--- config.mk ---
export PLATFORM = sky130hd
export DESIGN_NAME = tomi_frac
export DESIGN_NICKNAME = d
export VERILOG_FILES = /design/src/rtl/tomi_pkg.sv /design/src/rtl/tomi_frac.sv
export SDC_FILE = /design/constraint.sdc
export NUM_CORES = 2
export LEC_CHECK = 0
export BUFFER_PORTS_ARGS = -buffer_cell sky130_fd_sc_hd__buf_4
export CORE_UTILIZATION = 60
export DETAILED_ROUTE_END_ITERATION = 7
export GPL_TIMING_DRIVEN = 0
export PLACE_DENSITY = 0.86
export SYNTH_ARGS = -nofsm -noshare
export SYNTH_HDL_FRONTEND = slang
export SYNTH_SLANG_ARGS = --single-unit
--- constraint.sdc ---
create_clock -name clk -period 21.5 [get_ports clk]
set_input_delay 4.3 -clock clk [delete_from_list [all_inputs] [get_ports clk]]
set_output_delay 4.3 -clock clk [all_outputs]
set_load 0.005 [all_outputs]
--- src/rtl/tomi_pkg.sv ---
// Shared types and constants of the truncated-octahedron minimum-image block.
package tomi_pkg;

  localparam int NUM_AXES    = 3;
  localparam int RECIP_W     = 32;
  localparam int HALF_BOX_W  = 31;
  localparam int GM_W        = 32;   // Q0.32 fraction magnitude
  localparam int CFG_DATA_W  = 32;
  localparam int CFG_INDEX_W = 3;

  // Pipeline stage positions
  localparam int ST_MAG     = 0;
  localparam int ST_PP      = 1;
  localparam int ST_M       = 2;
  localparam int ST_HALF    = 3;
  localparam int ST_SUM     = 4;
  localparam int ST_FOLD    = 5;
  localparam int ST_MUL     = 6;
  localparam int ST_OUT     = 7;
  localparam int NUM_STAGES = 8;

  localparam logic [GM_W-1:0] HALF_Q32          = 32'h8000_0000;
  localparam logic [GM_W+1:0] THREE_QUARTER_Q32 = 34'h0_C000_0000;

  localparam logic [HALF_BOX_W-1:0] HALF_BOX_RST = 31'd655360;
  localparam logic [RECIP_W-1:0]    RECIP_RST    = 32'd214748365;

  typedef enum logic [CFG_INDEX_W-1:0] {
    REG_HALF_BOX_X    = 3'd0,
    REG_HALF_BOX_Y    = 3'd1,
    REG_HALF_BOX_Z    = 3'd2,
    REG_RECIP_X       = 3'd3,
    REG_RECIP_Y       = 3'd4,
    REG_RECIP_Z       = 3'd5,
    REG_PASS_THROUGH  = 3'd6
  } tomi_reg_t;

  // Load enables of the forward-scaling stages of one lane
  typedef struct packed {
    logic ld_mag;
    logic ld_pp;
    logic ld_m;
    logic ld_half;
  } tomi_fwd_ctl_t;

endpackage

--- src/rtl/tomi_frac.sv ---
// Forward scaling of one coordinate into a half-folded Q0.32 fraction, four stages.
module tomi_frac #(
  parameter int COORD_WIDTH     = 32,
  parameter int COORD_FRAC_BITS = 16
) (
  input  logic                          clk,
  input  tomi_pkg::tomi_fwd_ctl_t       ctl,
  input  logic signed [COORD_WIDTH-1:0] coord,
  input  logic [tomi_pkg::RECIP_W-1:0]  recip,
  output logic [tomi_pkg::GM_W-1:0]     gm,
  output logic                          gneg
);
  import tomi_pkg::*;

  localparam int LO_W = (COORD_WIDTH + 1) / 2;
  localparam int HI_W = COORD_WIDTH - LO_W;
  localparam int PW   = ((COORD_WIDTH > COORD_FRAC_BITS) ? COORD_WIDTH : COORD_FRAC_BITS)
                        + GM_W;

  logic                     neg0_r, neg1_r, neg2_r, gneg_r;
  logic [COORD_WIDTH-1:0]   mag0_r, mag_nxt;
  logic [LO_W+RECIP_W-1:0]  pl_r, pl_nxt;
  logic [HI_W+RECIP_W-1:0]  ph_r, ph_nxt;
  logic [PW-1:0]            prod;
  logic [GM_W-1:0]          m2_r, gm_r, gm_nxt;
  logic                     neg_h, gneg_nxt;

  // Magnitude of the two's complement coordinate
  always_comb begin
    mag_nxt = coord[COORD_WIDTH-1] ? (~coord + COORD_WIDTH'(1)) : coord;
  end

  // Split product: low and high halves of the magnitude times the reciprocal
  always_comb begin
    pl_nxt = (LO_W+RECIP_W)'(mag0_r[LO_W-1:0]) * (LO_W+RECIP_W)'(recip);
    ph_nxt = (HI_W+RECIP_W)'(mag0_r[COORD_WIDTH-1:LO_W]) * (HI_W+RECIP_W)'(recip);
  end

  // Recombine and keep the fraction bits, dropping the whole part
  always_comb begin
    prod = PW'(pl_r) + (PW'(ph_r) << LO_W);
  end

  // Fold a fraction of one half or more to the other side
  always_comb begin
    gm_nxt   = m2_r[GM_W-1] ? (~m2_r + GM_W'(1)) : m2_r;
    neg_h    = neg2_r ^ m2_r[GM_W-1];
    gneg_nxt = neg_h && (gm_nxt != '0);
  end

  always_ff @(posedge clk) begin
    if (ctl.ld_mag) begin
      neg0_r <= coord[COORD_WIDTH-1];
      mag0_r <= mag_nxt;
    end
    if (ctl.ld_pp) begin
      neg1_r <= neg0_r;
      pl_r   <= pl_nxt;
      ph_r   <= ph_nxt;
    end
    if (ctl.ld_m) begin
      neg2_r <= neg1_r;
      m2_r   <= prod[COORD_FRAC_BITS+GM_W-1:COORD_FRAC_BITS];
    end
    if (ctl.ld_half) begin
      gm_r   <= gm_nxt;
      gneg_r <= gneg_nxt;
    end
  end

  assign gm   = gm_r;
  assign gneg = gneg_r;

endmodule

==> qor.yml <==
end_kind: "flip-flop"
die_x_um: 243
outcome: "complete, but fails checks"
max_freq_ghz: 0.0819
hold_violations: 0
synth_nets: 4725
nets: 4842
fin_tns_setup_ns: 0
routed_via_density: 5.87
yosys.cell_types.count: 65
ys_ff_latch: 164
die_h_um: 243
synth_area_um2: 34800
std_cell_rows: 87
grt_pass1_vias: 28200
wl_per_cell_um: 21.9
first_iter_violations: 2671
r2r-end: "pl_r[35]"
grt_pass1_wl_um: 156000
drive_gt1_frac: 0.0377
yosys_warnings: 0
die-area_um2: 59000
cts_tree: "built"
yosys_most_used_dff: "edfxtp_1"
fillers: 4405
slew_viol_final: 0
grt.total_usage: 0.355
min_period_ns: 12.22
startpoint_type: "input port"
worstPathArrival_ns: 12.42
fin_crit_sh: 0.568
tightest_slew_ns: 1.13
cts_made_buffers: 17
syn-instance-count: 3719
drt-total-wl_um: 101000
clkSlewWorstSetupHoldPaths_ns: 0.07
drv_cap: 0
insertion_delay_ns: 0.50
worstPathCellList: "buf_4, clkbuf_1, clkbuf_1, nand2_1, fa_1, fa_1, fa_1, inv_1, fa_1, fa_1, inv_1, fa_1, inv_1, ha_1, nand2_1, a2111oi_0, o31ai_1, o31a_1, o21ai_0, a21oi_1, xnor2_1"
hpwl_um: 82600
required_ns: 21.70
cp_slowest_cell: "a2111oi_0"
violations: "DRC"
root_buffer: "clkbuf_16"
layout_common_cells: "inv_1, fa_1, nand2_1"
vias: 27100
crit_top_cell: "fa_1"
cts_resized: 0
cts_max_path_buffers: 2
port_buffers: 98
overflow: 0
async_flop_share: 0
layout_commonest_cell: "inv_1"
cts_hold_buf: 0
fin_util: 0.653
slowest_delay_ns: 0.90
dr.pass1.iters: 8
antenna_found_initial: 6
grt_max_degree: 66
drc_errors: 1
fin_skew_ns: 0.0247
hp-start: "neg1_r"
post-cts-setup-buffer-count: 0
ff2ff_setup_slack_ns: 12.88
crit_type: "input port to flip-flop"
initial_core_util: 0.613
avgSynthCellArea_um2: 9.37
coreArea_um2: 56800
area_growth_pct: 6.49
setup_viol: 0
synth_edf_count: 164
rr_worst_depth: 22
detail-route-antenna-nets: 0
clock_sinks: 164
hold-path-endpoint: "neg2_r"
htree_levels: 4
io_pins: 102
worst-path-max-fanout: 10
rsz0062_at_grt: "no"
max_slew_margin: 0.249
r2r_start: "mag0_r[6]"
routabilityCongestion: 1.02
holdPathStages: 0
hold_class: "flip-flop to flip-flop"
ys_seq_area_frac: 0.141
## routing by layer
metal,vias up,part of all wire,global-route usage
li1,11500,-,-
met1,13300,0.33,0.415
met2,1809,0.45,0.558
met3,486,0.14,0.115
met4,8,0.082,0.243
met5,-,0.00081,0
## metrics by stage
| stage | cells | setup slack [ns] | instance area [um2] | hold WS, ns |
|---|---|---|---|---|
| floorplan | 3719 | 10.91 | 34800 | 0.400 |
| detailed placement | 4573 | 9.14 | 36500 | 0.519 |
| global placement | 4573 | 9.28 | 36500 | 0.509 |
| CTS | 4605 | 9.66 | 37100 | 0.536 |
| finish | 4610 | 9.28 | 37100 | 0.529 |
| global route | 4605 | 9.17 | 37100 | 0.519 |
## logic make-up (layout without fill, tap and decap cells)
kind of cell,after synthesis,in the layout,share of synthesized area
compound gates,309,309,0.0583
xor+xnor,174,174,0.0437
fa+ha+maj,937,937,0.492
buf+inv,973,1103,0.105
flops,164,164,0.141
mux,3,3,0.000934
other cells,0,5,0
simple gates,1159,1159,0.159
## state kept, by name, indices dropped and copies added, names as in the netlist, 32 cells and up
name	flops
gm	32
m2_r	32
mag0_r	32
ph_r	32
pl_r	32
## critical path, delay by kind of cell
kind	cells	cell delay [ns]
buf+inv	6	1.60
xor+xnor	1	0.53
fa+ha+maj	7	3.42
compound gates	5	2.23
simple gates	2	0.32
## cells in the mapped netlist (all sizes together), types with 19 or more instances
library cell	count	area share
edfxtp	164	0.14
nor3	23	0.0038
clkbuf	182	0.020
inv	790	0.085
a21o	41	0.0088
o21ai	65	0.0093
o31ai	19	0.0041
nand3	24	0.0034
xor2	40	0.010
fa	722	0.41
nor2	57	0.0061
xnor2	134	0.034
a21oi	77	0.011
ha	215	0.077
nand2	634	0.068
and2	331	0.059
## worst max-delay path by stage
stage               from  cells after the start       end  slack [ns]
3_3_place_gp   recip[20]                     23  pl_r[46]        9.28
6_report       recip[18]                     21  pl_r[35]        9.28
5_1_grt        recip[19]                     24  pl_r[46]        9.17
3_5_place_dp   recip[20]                     23  pl_r[46]        9.14
4_1_cts        recip[19]                     24  pl_r[46]        9.66
2_1_floorplan  recip[20]                     23  pl_r[46]       10.91
## layout make-up
cell class | instances | area (um2) | area share
Clock buffer | 17 | 425 | 0.0115
Inverter | 790 | 2970 | 0.0799
Clock inverter | 15 | 141 | 0.00381
Buffer | 183 | 688 | 0.0186
Tap cell | 756 | 946 | 0.0255
Timing Repair Buffer | 98 | 736 | 0.0198
Antenna cell | 5 | 12.5 | 0.000337
Sequential cell | 164 | 4920 | 0.133
Multi-Input combinational cell | 2582 | 26300 | 0.708
Power is left out: the tool's default activity adds up to more than one toggle a clock period on the data nets, which glitch-free logic cannot reach.
