==> src/rtl/tomi_pkg.sv <==
// Shared types and constants of the truncated-octahedron minimum-image block.
package tomi_pkg;

  localparam int NUM_AXES    = 3;
  localparam int RECIP_W     = 32;
  localparam int HALF_BOX_W  = 31;
  localparam int GM_W        = 32;   // Q0.32 fraction magnitude
  localparam int CFG_DATA_W  = 32;
  localparam int CFG_INDEX_W = 3;

  // Pipeline stage positions
  localparam int ST_MAG     = 0;
  localparam int ST_PP      = 1;
  localparam int ST_M       = 2;
  localparam int ST_HALF    = 3;
  localparam int ST_SUM     = 4;
  localparam int ST_FOLD    = 5;
  localparam int ST_MUL     = 6;
  localparam int ST_OUT     = 7;
  localparam int NUM_STAGES = 8;

  localparam logic [GM_W-1:0] HALF_Q32          = 32'h8000_0000;
  localparam logic [GM_W+1:0] THREE_QUARTER_Q32 = 34'h0_C000_0000;

  localparam logic [HALF_BOX_W-1:0] HALF_BOX_RST = 31'd655360;
  localparam logic [RECIP_W-1:0]    RECIP_RST    = 32'd214748365;

  typedef enum logic [CFG_INDEX_W-1:0] {
    REG_HALF_BOX_X    = 3'd0,
    REG_HALF_BOX_Y    = 3'd1,
    REG_HALF_BOX_Z    = 3'd2,
    REG_RECIP_X       = 3'd3,
    REG_RECIP_Y       = 3'd4,
    REG_RECIP_Z       = 3'd5,
    REG_PASS_THROUGH  = 3'd6
  } tomi_reg_t;

  // Load enables of the forward-scaling stages of one lane
  typedef struct packed {
    logic ld_mag;
    logic ld_pp;
    logic ld_m;
    logic ld_half;
  } tomi_fwd_ctl_t;

endpackage

==> src/rtl/tomi_scale.sv <==
// Back scaling of one fraction by the period, with saturation to the coordinate range.
module tomi_scale #(
  parameter int COORD_WIDTH = 32
) (
  input  logic                            clk,
  input  logic                            ld,
  input  logic [tomi_pkg::GM_W-1:0]       gm,
  input  logic                            gneg,
  input  logic [tomi_pkg::HALF_BOX_W-1:0] half_box,
  output logic signed [COORD_WIDTH-1:0]   res
);
  import tomi_pkg::*;

  localparam int RW     = HALF_BOX_W + 1;
  localparam int PROD_W = GM_W + RW;
  localparam int EW     = ((COORD_WIDTH > RW) ? COORD_WIDTH : RW) + 1;
  localparam logic [EW-1:0] LIM_NEG = EW'(1) << (COORD_WIDTH - 1);
  localparam logic [EW-1:0] LIM_POS = LIM_NEG - EW'(1);

  logic [PROD_W-1:0]      prod_r, prod_nxt;
  logic                   neg_r;
  logic [EW-1:0]          r_ext, mag_sat;
  logic [COORD_WIDTH-1:0] mag_w;

  always_comb begin
    prod_nxt = PROD_W'(gm) * PROD_W'({half_box, 1'b0});
  end

  always_ff @(posedge clk) begin
    if (ld) begin
      prod_r <= prod_nxt;
      neg_r  <= gneg;
    end
  end

  // Truncate toward zero, clamp, then apply the sign
  always_comb begin
    r_ext = EW'(prod_r[PROD_W-1:GM_W]);
    if (neg_r) begin
      mag_sat = (r_ext > LIM_NEG) ? LIM_NEG : r_ext;
    end else begin
      mag_sat = (r_ext > LIM_POS) ? LIM_POS : r_ext;
    end
    mag_w = mag_sat[COORD_WIDTH-1:0];
    res   = neg_r ? (~mag_w + COORD_WIDTH'(1)) : mag_w;
  end

endmodule

==> config.mk <==
export PLATFORM = sky130hd
export DESIGN_NAME = tomi_scale
export DESIGN_NICKNAME = d
export VERILOG_FILES = /design/src/rtl/tomi_pkg.sv /design/src/rtl/tomi_scale.sv
export SDC_FILE = /design/constraint.sdc
export NUM_CORES = 2
export LEC_CHECK = 0
export BUFFER_PORTS_ARGS = -buffer_cell sky130_fd_sc_hd__clkbuf_2
export CORE_MARGIN = 4
export CORE_UTILIZATION = 55
export CTS_CLUSTER_DIAMETER = 40
export DETAILED_ROUTE_END_ITERATION = 12
export PLACE_DENSITY = 0.72
export SYNTH_ARGS = -nofsm -noshare
export SYNTH_HDL_FRONTEND = slang
export SYNTH_SLANG_ARGS = --single-unit
==> constraint.sdc <==
create_clock -name clk -period 9.45 [get_ports clk]
set_input_delay 1.4175 -clock clk [delete_from_list [all_inputs] [get_ports clk]]
set_output_delay 1.4175 -clock clk [all_outputs]
set_load 0.005 [all_outputs]
==> flow_summary.toml <==
[outcome]
outcome = "finished clean"

[worst_setup_path]
crit_path_max_fanout = 20
critPathLaunchType = "input pin"
crit_required_ns = 9.47
worst_ep_arrival_time_ns = 9.02
crit_type = "in2reg"
worst_path_largest_cell_delay_ns = 0.57
path_cells = "clkbuf_2, and2_1, fa_1, inv_1, fa_1, inv_1, fa_1, inv_1, fa_1, inv_1, fa_1, fa_1, fa_1, fa_1, ha_1, nand4_1, or4_1, nor2b_1, o32ai_1, nor3_1, o2111ai_1, and2_1, a21oi_1, xnor2_1"
highest_delay_cell_along_the_critical_path = "sky130_fd_sc_hd__or4_1"
worstSetupEndpointType = "register"
crit_path_frequent_cell = "sky130_fd_sc_hd__fa_1"

[finish]
area_growth_syn_to_layout_pct = 4.54
filler_cell_count = 5326
drive_above_1_share_pct = 5.46
leading_cell_types_in_the_layout_fill_and_taps_excluded = "sky130_fd_sc_hd__fa_1 (865), sky130_fd_sc_hd__inv_1 (809), sky130_fd_sc_hd__and2_1 (532), sky130_fd_sc_hd__nand2_1 (532), sky130_fd_sc_hd__ha_1 (254)"
multi_input_gate_area_mm2 = 0.0286
most_common_cell_after_layout_fill_and_taps_aside = "sky130_fd_sc_hd__fa_1"
final-seq-area_um2 = 991
final_net_count = 4831

[sta]
finalMaxSlewViolations = 0
setup_tns_ns = 0
finalCriticalPeriod_ns = 9.00
worst_max_slew_margin_expressed_relative_to_the_limit_pct = 25.6
period_share_pct = 95.2
max_clock_freq_ghz = 0.111
rsz_0062_raised_after_global_routing = "false"
setup_viol = 0
tightestPinTransition_ns = 1.11
timing.final.hold_violations = 0

[die]
die_h_um = 254
die_area_mm2 = 0.0646
core_area_mm2 = 0.0602
num_io_pins = 98
starting_density_of_the_core_pct = 55.4
floorplan.die.width_um = 254
placement_rows = 90

[routing]
routed_wirelength_um = 83000
drt-wirelength-per-cell_um = 18.7
first_iter_violations = 1519
via_per_inst = 5.49
ant_nets = 0
vias = 24335
dr.pass1.iters = 5
drc_errors = 0

[flow_run]
drv.max_cap_violation_count = 0

[grt]
globalRouteMet2Util_pct = 49.5
grtUsageMet3_pct = 1.67
grt_overflow_total = 0
grt_antenna_before_repair = 4
grt_most_used_layer = "met2"
first_pass_grt_wire_length_um = 139000
largest_net_degree_at_the_start_of_global_routing = 50
first_global_vias = 26924
gr-usage-all-layers_pct = 27.1
groute.layer.met1.usage_pct = 34.7

[clocking]
max-clock-path-buffers = 2
clock_slew_at_reported_path_ffs_ns = 0.05
cts.repair.resized = 0
cts_made_buffers = 5
cts.root.buffer_cell = "sky130_fd_sc_hd__clkbuf_16"
cts_tree = "yes"
post-cts-setup-buffer-count = 0
cts_max_level = 2
tritoncts_num_sinks = 33
cts_hold_buffers = 0

[worst_hold_path]
whs_path_depth = 1
worst_hold_startpoint = "gneg"
timing.hold.worst.class = "in2reg"
min_delay_worst_endpoint = "neg_r$_DFFE_PP_"

[synthesis]
synth.yosys.warnings = 0
netlist-cell-type-count = 64
synth_seq_area_share_pct = 2.97
synth.ff_latch_count = 33
synthesis.area_per_instance_um2 = 9.10
syn-cell-area_mm2 = 0.0334
synth-edff-count = 33
synthesized_nets = 4851
share_of_flip_flops_with_an_asynchronous_set_or_reset_pct = 0
synth_top_flop_cell = "sky130_fd_sc_hd__edfxtp_1"
synth_cells = 3666

[place]
routabilityCongestion = 0.907
placement.io_buffers = 97
dpl.hpwl_um = 71000
[synthesized netlist by cell type (9+ instances only)]
cell | count | area [um^2]
sky130_fd_sc_hd__nor4_1 | 9 | 56.3
sky130_fd_sc_hd__inv_1 | 809 | 3040
sky130_fd_sc_hd__xor2_1 | 10 | 87.6
sky130_fd_sc_hd__ha_1 | 254 | 3180
sky130_fd_sc_hd__a31oi_1 | 10 | 62.6
sky130_fd_sc_hd__nor2_1 | 44 | 165
sky130_fd_sc_hd__fa_1 | 865 | 17300
sky130_fd_sc_hd__o21ai_0 | 54 | 270
sky130_fd_sc_hd__or3_1 | 9 | 56.3
sky130_fd_sc_hd__clkbuf_1 | 203 | 762
sky130_fd_sc_hd__nor2b_1 | 12 | 75.1
sky130_fd_sc_hd__nand4_1 | 19 | 119
sky130_fd_sc_hd__xnor2_1 | 25 | 219
sky130_fd_sc_hd__o311ai_0 | 11 | 96.3
sky130_fd_sc_hd__nor3_1 | 18 | 90.1
sky130_fd_sc_hd__edfxtp_1 | 33 | 991
sky130_fd_sc_hd__a21oi_1 | 83 | 415
sky130_fd_sc_hd__a21o_1 | 12 | 90.1
sky130_fd_sc_hd__and2_1 | 532 | 3330
sky130_fd_sc_hd__nand3_1 | 12 | 60.1
sky130_fd_sc_hd__nand2_1 | 532 | 2000
[state kept, by name, summed over array words and instances, names as in the netlist]
| register | cells |
|---|---|
| prod_r | 32 |
| neg_r | 1 |
[cells by family (layout without fill, tap and decap cells)]
| family | count (synthesis) | after routing | share of synthesized area [%] |
|---|---|---|---|
| AO/OA/AOI/OAI | 245 | 245 | 4.64 |
| XOR/XNOR | 35 | 35 | 0.919 |
| adder cells (fa/ha/maj) | 1119 | 1119 | 61.4 |
| buffers and inverters | 1014 | 995 | 11.4 |
| flip-flops | 33 | 33 | 2.97 |
| other | 0 | 3 | 0 |
| AND/OR/NAND/NOR | 1220 | 1220 | 18.6 |
[worst max path at each step]
| stage | endpoint | from | slack (ns) |
|---|---|---|---|
| after global routing | prod_r[54]$_DFFE_PP_ | half_box[4] | 0.14 |
| after floorplan | prod_r[46]$_DFFE_PP_ | gm[30] | 1.23 |
| after detailed placement | prod_r[54]$_DFFE_PP_ | gm[8] | 0.21 |
| final | prod_r[54]$_DFFE_PP_ | gm[8] | 0.45 |
| after global placement | prod_r[54]$_DFFE_PP_ | gm[8] | 0.31 |
| after CTS | prod_r[54]$_DFFE_PP_ | gm[8] | 0.48 |
[per-layer routing]
metal	vias up	share of wire [%]
li1	10745	-
met4	2	3.9
met5	-	0.016
met1	12650	39
met2	759	53
met3	179	4.6
[through the flow]
step	utilization (%)	worst slack (ns)	instance area [um^2]	instances	hold slack, ns
2_1_floorplan	-	1.23	33400	3666	1.52
3_3_place_gp	57.6	0.312	34700	4421	1.60
3_5_place_dp	57.6	0.206	34700	4421	1.60
4_1_cts	57.9	0.477	34900	4429	1.31
5_1_grt	57.9	0.143	34900	4432	1.31
6_report	57.9	0.449	34900	4432	1.31
[final cells by class]
type                    count  area share [%]
multi-input cells        2619            81.9
repair buffers            178            3.32
clock inverters             3          0.0359
diodes                      3          0.0215
inverters                 809            8.71
flip-flops and latches     33            2.84
well taps                 782            2.81
clock buffers               5           0.359
[worst max-delay path: cells and delay by family]
| kind | cells | cell delay [ns] |
|---|---|---|
| adder cells (fa/ha/maj) | 9 | 4.39 |
| AND/OR/NAND/NOR | 6 | 1.67 |
| buffers and inverters | 5 | 0.56 |
| XOR/XNOR | 1 | 0.14 |
| AO/OA/AOI/OAI | 3 | 0.80 |
Power is not shown: default switching activity piles up to over one toggle a cycle in this logic, so the estimate is an artifact.
